==> config.mk <==
export PLATFORM = sky130hd
export DESIGN_NAME = complex_magnitude_max_queue
export DESIGN_NICKNAME = d
export VERILOG_FILES = /design/src/sv/cmmq_pkg.sv /design/src/sv/complex_magnitude_max_queue.sv /design/src/sv/cmmq_ctrl.sv /design/src/sv/cmmq_dp.sv
export SDC_FILE = /design/constraint.sdc
export NUM_CORES = 2
export LEC_CHECK = 0
export BUFFER_PORTS_ARGS = -buffer_cell sky130_fd_sc_hd__buf_2
export CORE_MARGIN = 3
export CORE_UTILIZATION = 50
export DETAILED_ROUTE_END_ITERATION = 10
export GPL_TIMING_DRIVEN = 1
export PLACE_DENSITY_LB_ADDON = 0.15
export SLEW_MARGIN = 20
export SYNTH_ARGS = -nofsm -noshare
export SYNTH_HDL_FRONTEND = slang
export SYNTH_HIERARCHICAL = 1
export SYNTH_SLANG_ARGS = --single-unit
==> constraint.sdc <==
create_clock -name i_clk -period 21.3 [get_ports i_clk]
set_input_delay 4.26 -clock i_clk [delete_from_list [all_inputs] [get_ports i_clk]]
set_output_delay 4.26 -clock i_clk [all_outputs]
set_load 0.01 [all_outputs]
==> src/sv/cmmq_pkg.sv <==
// ----------------------------------------------------------------------------
// cmmq_pkg
// Types and constants shared by the complex magnitude max queue.
// ----------------------------------------------------------------------------
package cmmq_pkg;

    localparam logic [1:0] REQ_PUSH = 2'd0;
    localparam logic [1:0] REQ_POP  = 2'd1;

    localparam logic [2:0] ST_PUSHED  = 3'd0;
    localparam logic [2:0] ST_POPPED  = 3'd1;
    localparam logic [2:0] ST_EMPTY   = 3'd2;
    localparam logic [2:0] ST_FULL    = 3'd3;
    localparam logic [2:0] ST_CLEARED = 3'd4;

    typedef struct packed {
        logic [1:0]  req_type;
        logic signed [15:0] real_part;
        logic signed [15:0] imag_part;
    } t_in_item;

    typedef struct packed {
        logic [2:0]  status;
        logic signed [15:0] out_real;
        logic signed [15:0] out_imag;
        logic [6:0]  fill_count;
    } t_out_item;

    // controller to datapath
    typedef struct packed {
        logic load;      // capture request
        logic push_wr;   // write entry at count
        logic scan_rst;  // start a search
        logic scan_step; // compare one entry
        logic fix_rd;    // read last entry
        logic fix_wr;    // move last into best slot
        logic clr;       // empty queue
        logic out_load;  // form result
    } t_cmd;

    // datapath to controller
    typedef struct packed {
        logic [1:0] req;
        logic empty;
        logic full;
        logic scan_done;
    } t_sts;

    function automatic logic [31:0] mag_of(input logic [31:0] e);
        logic signed [15:0] re;
        logic signed [15:0] im;
        logic [15:0] a;
        logic [15:0] b;
        begin
            re = e[31:16];
            im = e[15:0];
            a = re[15] ? 16'(-re) : 16'(re);
            b = im[15] ? 16'(-im) : 16'(im);
            // products need the full 32 bits
            mag_of = 32'(a) * 32'(a) + 32'(b) * 32'(b);
        end
    endfunction

endpackage

==> src/sv/complex_magnitude_max_queue.sv <==
// ----------------------------------------------------------------------------
// complex_magnitude_max_queue
// Max-priority queue of complex pairs ordered by squared magnitude.
//
//   channel | direction | handshake            | payload
//   in      | input     | i_in_valid/o_in_ready | t_in_item
//   out     | output    | o_out_valid/i_out_ready | t_out_item
//
// push and clear go straight to the output state; pop does a linear search
// through the entry memory plus a three-stage compare pipeline.
// reset empties the queue at once; the memory needs no clearing pass.
// one item is in work at a time; a stalled result holds the block in its
// output state until taken, while the previous result register drains.
// ----------------------------------------------------------------------------
module complex_magnitude_max_queue #(
    parameter int CAPACITY = 64
) (
    input  logic                i_clk,
    input  logic                i_rst_n,
    input  logic                i_in_valid,
    output logic                o_in_ready,
    input  cmmq_pkg::t_in_item  i_in_data,
    output logic                o_out_valid,
    input  logic                i_out_ready,
    output cmmq_pkg::t_out_item o_out_data
);
    import cmmq_pkg::*;

    t_cmd w_cmd;
    t_sts w_sts;

    cmmq_ctrl u_ctrl (
        .i_clk       (i_clk),
        .i_rst_n     (i_rst_n),
        .i_in_valid  (i_in_valid),
        .o_in_ready  (o_in_ready),
        .o_out_valid (o_out_valid),
        .i_out_ready (i_out_ready),
        .i_sts       (w_sts),
        .o_cmd       (w_cmd)
    );

    cmmq_dp #(.CAPACITY(CAPACITY)) u_dp (
        .i_clk   (i_clk),
        .i_rst_n (i_rst_n),
        .i_in    (i_in_data),
        .i_cmd   (w_cmd),
        .o_sts   (w_sts),
        .o_out   (o_out_data)
    );
endmodule

==> src/sv/cmmq_ctrl.sv <==
// ----------------------------------------------------------------------------
// cmmq_ctrl
// Request sequencer: push, clear, or linear max search followed by fix-up.
// ----------------------------------------------------------------------------
module cmmq_ctrl (
    input  logic            i_clk,
    input  logic            i_rst_n,
    input  logic            i_in_valid,
    output logic            o_in_ready,
    output logic            o_out_valid,
    input  logic            i_out_ready,
    input  cmmq_pkg::t_sts  i_sts,
    output cmmq_pkg::t_cmd  o_cmd
);
    import cmmq_pkg::*;

    typedef enum logic [5:0] {
        S_IDLE = 6'b000001,
        S_DEC  = 6'b000010,
        S_SCAN = 6'b000100,
        S_FRD  = 6'b001000,
        S_FWR  = 6'b010000,
        S_OUT  = 6'b100000
    } t_state;

    t_state r_state, n_state;
    logic   r_ovalid, n_ovalid;
    logic   w_emit;

    assign o_in_ready  = (r_state == S_IDLE);
    assign o_out_valid = r_ovalid;

    always_comb begin
        n_state = r_state;
        o_cmd   = '0;
        w_emit  = 1'b0;
        case (r_state)
            S_IDLE: begin
                if (i_in_valid) begin
                    o_cmd.load = 1'b1;
                    n_state = S_DEC;
                end
            end
            S_DEC: begin
                if (i_sts.req[1]) begin
                    o_cmd.clr = 1'b1;
                    n_state = S_OUT;
                end else if (i_sts.req == REQ_PUSH) begin
                    o_cmd.push_wr = !i_sts.full;
                    n_state = S_OUT;
                end else if (i_sts.empty) begin
                    n_state = S_OUT;
                end else begin
                    o_cmd.scan_rst = 1'b1;
                    n_state = S_SCAN;
                end
            end
            S_SCAN: begin
                o_cmd.scan_step = 1'b1;
                if (i_sts.scan_done) n_state = S_FRD;
            end
            S_FRD: begin
                o_cmd.fix_rd = 1'b1;
                n_state = S_FWR;
            end
            S_FWR: begin
                o_cmd.fix_wr = 1'b1;
                n_state = S_OUT;
            end
            S_OUT: begin
                // wait for the output register to drain
                if (!r_ovalid || i_out_ready) begin
                    o_cmd.out_load = 1'b1;
                    w_emit = 1'b1;
                    n_state = S_IDLE;
                end
            end
            default: n_state = S_IDLE;
        endcase
        n_ovalid = w_emit ? 1'b1 : (r_ovalid && !i_out_ready);
    end

    always_ff @(posedge i_clk) begin
        if (!i_rst_n) begin
            r_state  <= S_IDLE;
            r_ovalid <= 1'b0;
        end else begin
            r_state  <= n_state;
            r_ovalid <= n_ovalid;
        end
    end

    a_scan_exit: assert property (@(posedge i_clk) disable iff (!i_rst_n)
        (r_state == S_SCAN && !i_sts.scan_done) |=> (r_state == S_SCAN))
        else $error("scan left early");
    a_fix_order: assert property (@(posedge i_clk) disable iff (!i_rst_n)
        (r_state == S_FRD) |=> (r_state == S_FWR))
        else $error("fix-up out of order");
    a_emit: assert property (@(posedge i_clk) disable iff (!i_rst_n)
        o_cmd.out_load |=> r_ovalid)
        else $error("result lost");
endmodule

==> src/sv/cmmq_dp.sv <==
// ----------------------------------------------------------------------------
// cmmq_dp
// Entry memory, element count, max search and result register.
// ----------------------------------------------------------------------------
module cmmq_dp #(
    parameter int CAPACITY = 64
) (
    input  logic               i_clk,
    input  logic               i_rst_n,
    input  cmmq_pkg::t_in_item i_in,
    input  cmmq_pkg::t_cmd     i_cmd,
    output cmmq_pkg::t_sts     o_sts,
    output cmmq_pkg::t_out_item o_out
);
    import cmmq_pkg::*;

    localparam int AW = (CAPACITY > 1) ? $clog2(CAPACITY) : 1;
    localparam int CW = $clog2(CAPACITY + 1);

    logic [31:0]   r_mem [CAPACITY];
    logic [31:0]   r_rd;
    t_in_item      r_req;
    logic [CW-1:0] r_cnt;
    logic [CW-1:0] r_ptr;      // next address issued to memory
    logic          r_rd_vld;   // r_rd holds entry r_cmp_idx
    logic [AW-1:0] r_cmp_idx;
    logic [AW-1:0] r_best_idx;
    logic [31:0]   r_best;
    logic [31:0]   r_best_mag;
    logic [31:0]   r_cand_mag;
    logic [31:0]   r_cand;
    logic [AW-1:0] r_cand_idx;
    logic          r_cand_vld;
    logic          r_first;
    logic [2:0]    r_status;
    logic [AW-1:0] w_rd_addr;
    logic          w_above;
    logic          w_issue;

    assign o_sts.req       = r_req.req_type;
    assign o_sts.empty     = (r_cnt == '0);
    assign o_sts.full      = (r_cnt == CW'(CAPACITY));
    assign o_sts.scan_done = (r_ptr == r_cnt) && !r_rd_vld && !r_cand_vld;

    assign w_issue   = i_cmd.scan_step && (r_ptr != r_cnt);
    assign w_rd_addr = i_cmd.fix_rd ? AW'(r_cnt - 1'b1) : r_ptr[AW-1:0];

    // magnitude ties go to larger re, then larger im
    always_comb begin
        if (r_cand_mag != r_best_mag) w_above = r_cand_mag > r_best_mag;
        else if (r_cand[31:16] != r_best[31:16])
            w_above = $signed(r_cand[31:16]) > $signed(r_best[31:16]);
        else w_above = $signed(r_cand[15:0]) > $signed(r_best[15:0]);
    end

    always_ff @(posedge i_clk) begin
        if (i_cmd.push_wr)
            r_mem[r_cnt[AW-1:0]] <= {r_req.real_part, r_req.imag_part};
        else if (i_cmd.fix_wr)
            r_mem[r_best_idx] <= r_rd;
        r_rd <= r_mem[w_rd_addr];
    end

    always_ff @(posedge i_clk) begin
        if (i_cmd.load) r_req <= i_in;
        if (i_cmd.scan_rst) begin
            r_ptr <= '0;
            r_first <= 1'b1;
        end else if (w_issue) begin
            r_ptr <= r_ptr + 1'b1;
        end
        r_cmp_idx  <= r_ptr[AW-1:0];
        // stage 2: magnitude of read entry
        r_cand     <= r_rd;
        r_cand_idx <= r_cmp_idx;
        r_cand_mag <= mag_of(r_rd);
        // stage 3: compare against running best
        if (r_cand_vld && (r_first || w_above)) begin
            r_best     <= r_cand;
            r_best_mag <= r_cand_mag;
            r_best_idx <= r_cand_idx;
            r_first    <= 1'b0;
        end
        if (i_cmd.out_load) begin
            o_out.status     <= r_status;
            o_out.out_real   <= (r_status == ST_POPPED) ? r_best[31:16] : '0;
            o_out.out_imag   <= (r_status == ST_POPPED) ? r_best[15:0] : '0;
            o_out.fill_count <= 7'(r_cnt);
        end
    end

    always_ff @(posedge i_clk) begin
        if (!i_rst_n) begin
            r_cnt      <= '0;
            r_rd_vld   <= 1'b0;
            r_cand_vld <= 1'b0;
            r_status   <= ST_CLEARED;
        end else begin
            r_rd_vld   <= w_issue;
            r_cand_vld <= r_rd_vld;
            if (i_cmd.clr) begin
                r_cnt <= '0;
            end else if (i_cmd.push_wr) begin
                r_cnt <= r_cnt + 1'b1;
            end else if (i_cmd.fix_rd) begin
                r_cnt <= r_cnt - 1'b1;
            end
            // status is settled by the request and the count at accept time
            if (i_cmd.load) begin
                if (i_in.req_type[1])
                    r_status <= ST_CLEARED;
                else if (i_in.req_type == REQ_PUSH)
                    r_status <= o_sts.full ? ST_FULL : ST_PUSHED;
                else
                    r_status <= o_sts.empty ? ST_EMPTY : ST_POPPED;
            end
        end
    end

    a_cnt_range: assert property (@(posedge i_clk) disable iff (!i_rst_n)
        r_cnt <= CW'(CAPACITY))
        else $error("count beyond capacity");
    a_push_room: assert property (@(posedge i_clk) disable iff (!i_rst_n)
        i_cmd.push_wr |-> !o_sts.full)
        else $error("push into full store");
    a_pop_grow: assert property (@(posedge i_clk) disable iff (!i_rst_n)
        i_cmd.fix_rd |-> !o_sts.empty)
        else $error("pop from empty store");
endmodule

==> results.sh <==
export IMPL_status="complete, no violations"
export IMPL_global_route_usage_met3=0.0518
export IMPL_max_slew_worst_pin_slew_ns=1.18
export IMPL_rsz0062_at_grt="no"
export IMPL_grt_max_degree=119
export IMPL_dpl_hpwl_mm=158
export IMPL_report_final_hold_viol_count=0
export IMPL_syn_to_final_growth_pct=11.8
export IMPL_initial_core_util=0.506
export IMPL_fp_dieH_um=462
export IMPL_max_freq_ghz=0.102
export IMPL_synth_edf_count=2194
export IMPL_r2r_end="u_dp/r_cand_mag[30]"
export IMPL_setup_tns_ns=0
export IMPL_crit_type="flop to flop"
export IMPL_arrival_ns=10.58
export IMPL_fp_dieArea_um2=214000
export IMPL_grt_antenna_before_repair=6
export IMPL_rows=166
export IMPL_synth_seq_area_share=0.659
export IMPL_cts_resized_gates=0
export IMPL_drt_iter0_markers=5722
export IMPL_required_ns=22.07
export IMPL_finalCriticalPeriod_ns=9.82
export IMPL_nNetsFinal=6819
export IMPL_grt_use_met1=0.375
export IMPL_coreArea_um2=206000
export IMPL_fin_crit_sh=0.461
export IMPL_async_flop_share=0
export IMPL_via_count=54100
export IMPL_crit_fanout=12
export IMPL_clkSlewWorstSetupHoldPaths_ns=0.06
export IMPL_cts_tree="yes"
export IMPL_endpoint_kind="flop"
export IMPL_wl_mm=264
export IMPL_synth_area_per_cell_um2=17.6
export IMPL_drive_above_1_share=0.190
export IMPL_hold_path_class="flop to flop"
export IMPL_drv_cap=0
export IMPL_cts_made_buffers=228
export IMPL_ys_ff_latch=2329
export IMPL_pin_count=82
export IMPL_met2_usage=0.378
export IMPL_via_per_inst=5.94
export IMPL_yosysUniqueCellTypes=77
export IMPL_drc=0
export IMPL_total_power_mw=12.6
export IMPL_hold_depth=0
export IMPL_htree_levels=4
export IMPL_grt_first_pass_wirelength_mm=385
export IMPL_r2r_cells=26
export IMPL_cp_start_kind="flop"
export IMPL_globalplace_congestion=0.894
export IMPL_cts_hold_fix_buffers=0
export IMPL_drt_pass1_iterations=6
export IMPL_relSlewSlack=0.209
export IMPL_top_usage_layer="met2"
export IMPL_ys_flop_type="edfxtp_1"
export IMPL_slew_violations=0
export IMPL_post_cts_setup_buffers=0
export IMPL_yosysWarnings=6
export IMPL_port_buffers=81
export IMPL_power_density_nw_per_um2=108
export IMPL_grt_pass1_vias=55600
export IMPL_synthCells=5905
export IMPL_root_buffer="clkbuf_16"
export IMPL_worstReg2RegStart="u_dp/r_rd[16]"
export IMPL_postRouteAntennaNets=0
export IMPL_grt_total_usage=0.252
export IMPL_synth_area_um2=104000
export IMPL_hold_start="u_dp/r_cmp_idx[4]"
export IMPL_cts_buffer_depth=3
export IMPL_numClockSinks=2329
export IMPL_setup_violations=0
export IMPL_regToRegSetupSlack_ns=11.48
export IMPL_hold_path_end="u_dp/r_cand_idx[4]"
export IMPL_finClkSkew_ns=0.107
export IMPL_leakage_nw=42.1
export IMPL_worstSkewPairLatency_ns=0.89
export IMPL_routedWlPerCell_um=29.0
export IMPL_ir_worst_vdd_uv=274
export IMPL_die_w_um=462
export IMPL_gr_total_overflow=0
## layout by cell type (no fill, tap or decap), types with 17 or more instances in the layout
master,synthesis,final
dfxtp_1,135,135
mux2i_1,133,133
a21o_1,32,32
a211oi_1,228,228
and2_1,38,38
buf_2,56,81
xor2_1,34,33
xnor2_1,59,57
nor2_4,0,64
clkbuf_1,154,52
clkbuf_16,0,233
edfxtp_1,2194,2194
ha_1,259,259
fa_1,383,383
nor3_1,27,26
clkinv_1,10,68
clkinv_2,0,37
inv_1,554,554
a21oi_1,172,169
mux4_2,512,512
nand3_1,23,23
o21ai_0,36,32
buf_4,37,152
nor2_1,244,180
nand4_1,17,17
conb_1,2,24
nor2b_1,141,139
nand2_2,0,29
nand2_1,255,226
## where the power goes
part / switching [mW] / internal, mW / leakage [nW] / total, mW
registers: 0.0293 / 5.14 / 20.9 / 5.16
clock network: 1.73 / 2.22 / 3.62 / 3.96
logic: 2.07 / 1.42 / 17.6 / 3.49
total: 3.83 / 8.78 / 42.1 / 12.6
## worst max path at each step
stage / cells after the start / startpoint / slack (ns) / to
floorplan: 32 / u_dp/r_rd[16] / 12.79 / u_dp/r_cand_mag[30]
global placement: 26 / u_dp/r_rd[16] / 11.69 / u_dp/r_cand_mag[30]
detailed placement: 26 / u_dp/r_rd[16] / 11.53 / u_dp/r_cand_mag[30]
CTS: 26 / u_dp/r_rd[16] / 11.55 / u_dp/r_cand_mag[30]
global route: 26 / u_dp/r_rd[16] / 10.83 / u_dp/r_cand_mag[30]
finish: 26 / u_dp/r_rd[16] / 11.48 / u_dp/r_cand_mag[30]
## layout make-up
cell class | count | area [µm²]
diodes | 3 | 7.51
multi-input cells | 2770 | 33000
flip-flops and latches | 2329 | 68600
clock buffers | 293 | 6140
clock inverters | 130 | 1300
fillers | 15700 | 89500
repair buffers | 241 | 1710
inverters | 569 | 2140
well taps | 2772 | 3470
## critical path, stage by stage, from the launching register on
cell	delay, ns
dfxtp_1	0.58
inv_1	0.33
nand3_1	0.25
nor2_1	0.07
nand2_1	0.12
o21ai_0	0.12
xnor2_1	0.75
clkinv_1	0.67
nor2_1	0.51
fa_1	0.51
fa_1	0.51
fa_1	0.51
inv_1	0.05
fa_1	0.48
inv_1	0.07
fa_1	0.48
fa_1	0.56
fa_1	0.44
fa_1	0.45
ha_1	0.34
and2_0	0.31
nand4_1	0.19
or4b_1	0.56
a31oi_1	0.28
o211ai_1	0.17
a311oi_1	0.29
xor2_1	0.19
## routing by layer
layer / vias to the layer above / part of all wire
li1: 22800 / -
met1: 28700 / 0.43
met2: 2177 / 0.45
met3: 338 / 0.085
met4: 0 / 0.028
met5: - / 0
## sequential cells by signal (all words and copies together), names as in the netlist
name and cells:
u_dp/r_mem 2048, u_dp/r_ptr 7, u_dp/r_first 1, u_dp/r_cand 32, u_ctrl/o_out_valid 1, u_dp/r_best_idx 6
u_dp/r_cnt 7, u_dp/r_req 32, u_dp/o_out 42, u_dp/r_best_mag 32, u_dp/r_cand_idx 6, u_dp/r_cand_vld 1
u_dp/r_rd_vld 1, u_dp/o_sts 2, u_dp/r_cmp_idx 6, u_dp/r_status 3, u_ctrl/r_state 6, u_dp/r_cand_mag 32
u_dp/r_best 32, u_dp/r_rd 32
## cells by family after synthesis
kind of cell             share of synthesized area
other                                    0.0000722
AO/OA/AOI/OAI                               0.0351
multiplexers                                 0.124
XOR/XNOR                                   0.00809
flip-flops                                   0.659
buffers and inverters                       0.0319
AND/OR/NAND/NOR                             0.0374
adder cells (fa/ha/maj)                      0.105
## synthesized netlist by cell type (all sizes together) (28+ instances only)
| cell type | n | area, µm² |
|---|---|---|
| xnor2 | 60 | 544 |
| mux4 | 512 | 11500 |
| and2 | 39 | 244 |
| edfxtp | 2194 | 65900 |
| nand2 | 255 | 957 |
| nor2 | 244 | 916 |
| ha | 259 | 3240 |
| inv | 559 | 2100 |
| buf | 105 | 603 |
| a21oi | 172 | 861 |
| nor2b | 141 | 882 |
| dfxtp | 135 | 2700 |
| clkbuf | 154 | 578 |
| nor3 | 28 | 151 |
| xor2 | 34 | 298 |
| a211oi | 229 | 1720 |
| a21o | 32 | 240 |
| mux2i | 133 | 1330 |
| fa | 383 | 7670 |
| o21ai | 40 | 204 |
## through the flow
| step | instances | cell area (µm²) | setup slack [ns] | hold WS [ns] | utilization |
|---|---|---|---|---|---|
| floorplan | 5927 | 104000 | 12.79 | 0.310 | - |
| global placement | 8679 | 109000 | 11.69 | 0.310 | 0.529 |
| detailed placement | 8679 | 109000 | 11.53 | 0.314 | 0.529 |
| CTS | 9102 | 116000 | 11.55 | 0.282 | 0.565 |
| global route | 9105 | 116000 | 10.83 | 0.287 | 0.565 |
| finish | 9107 | 116000 | 11.48 | 0.286 | 0.565 |
(Power assumes the default switching activity.)
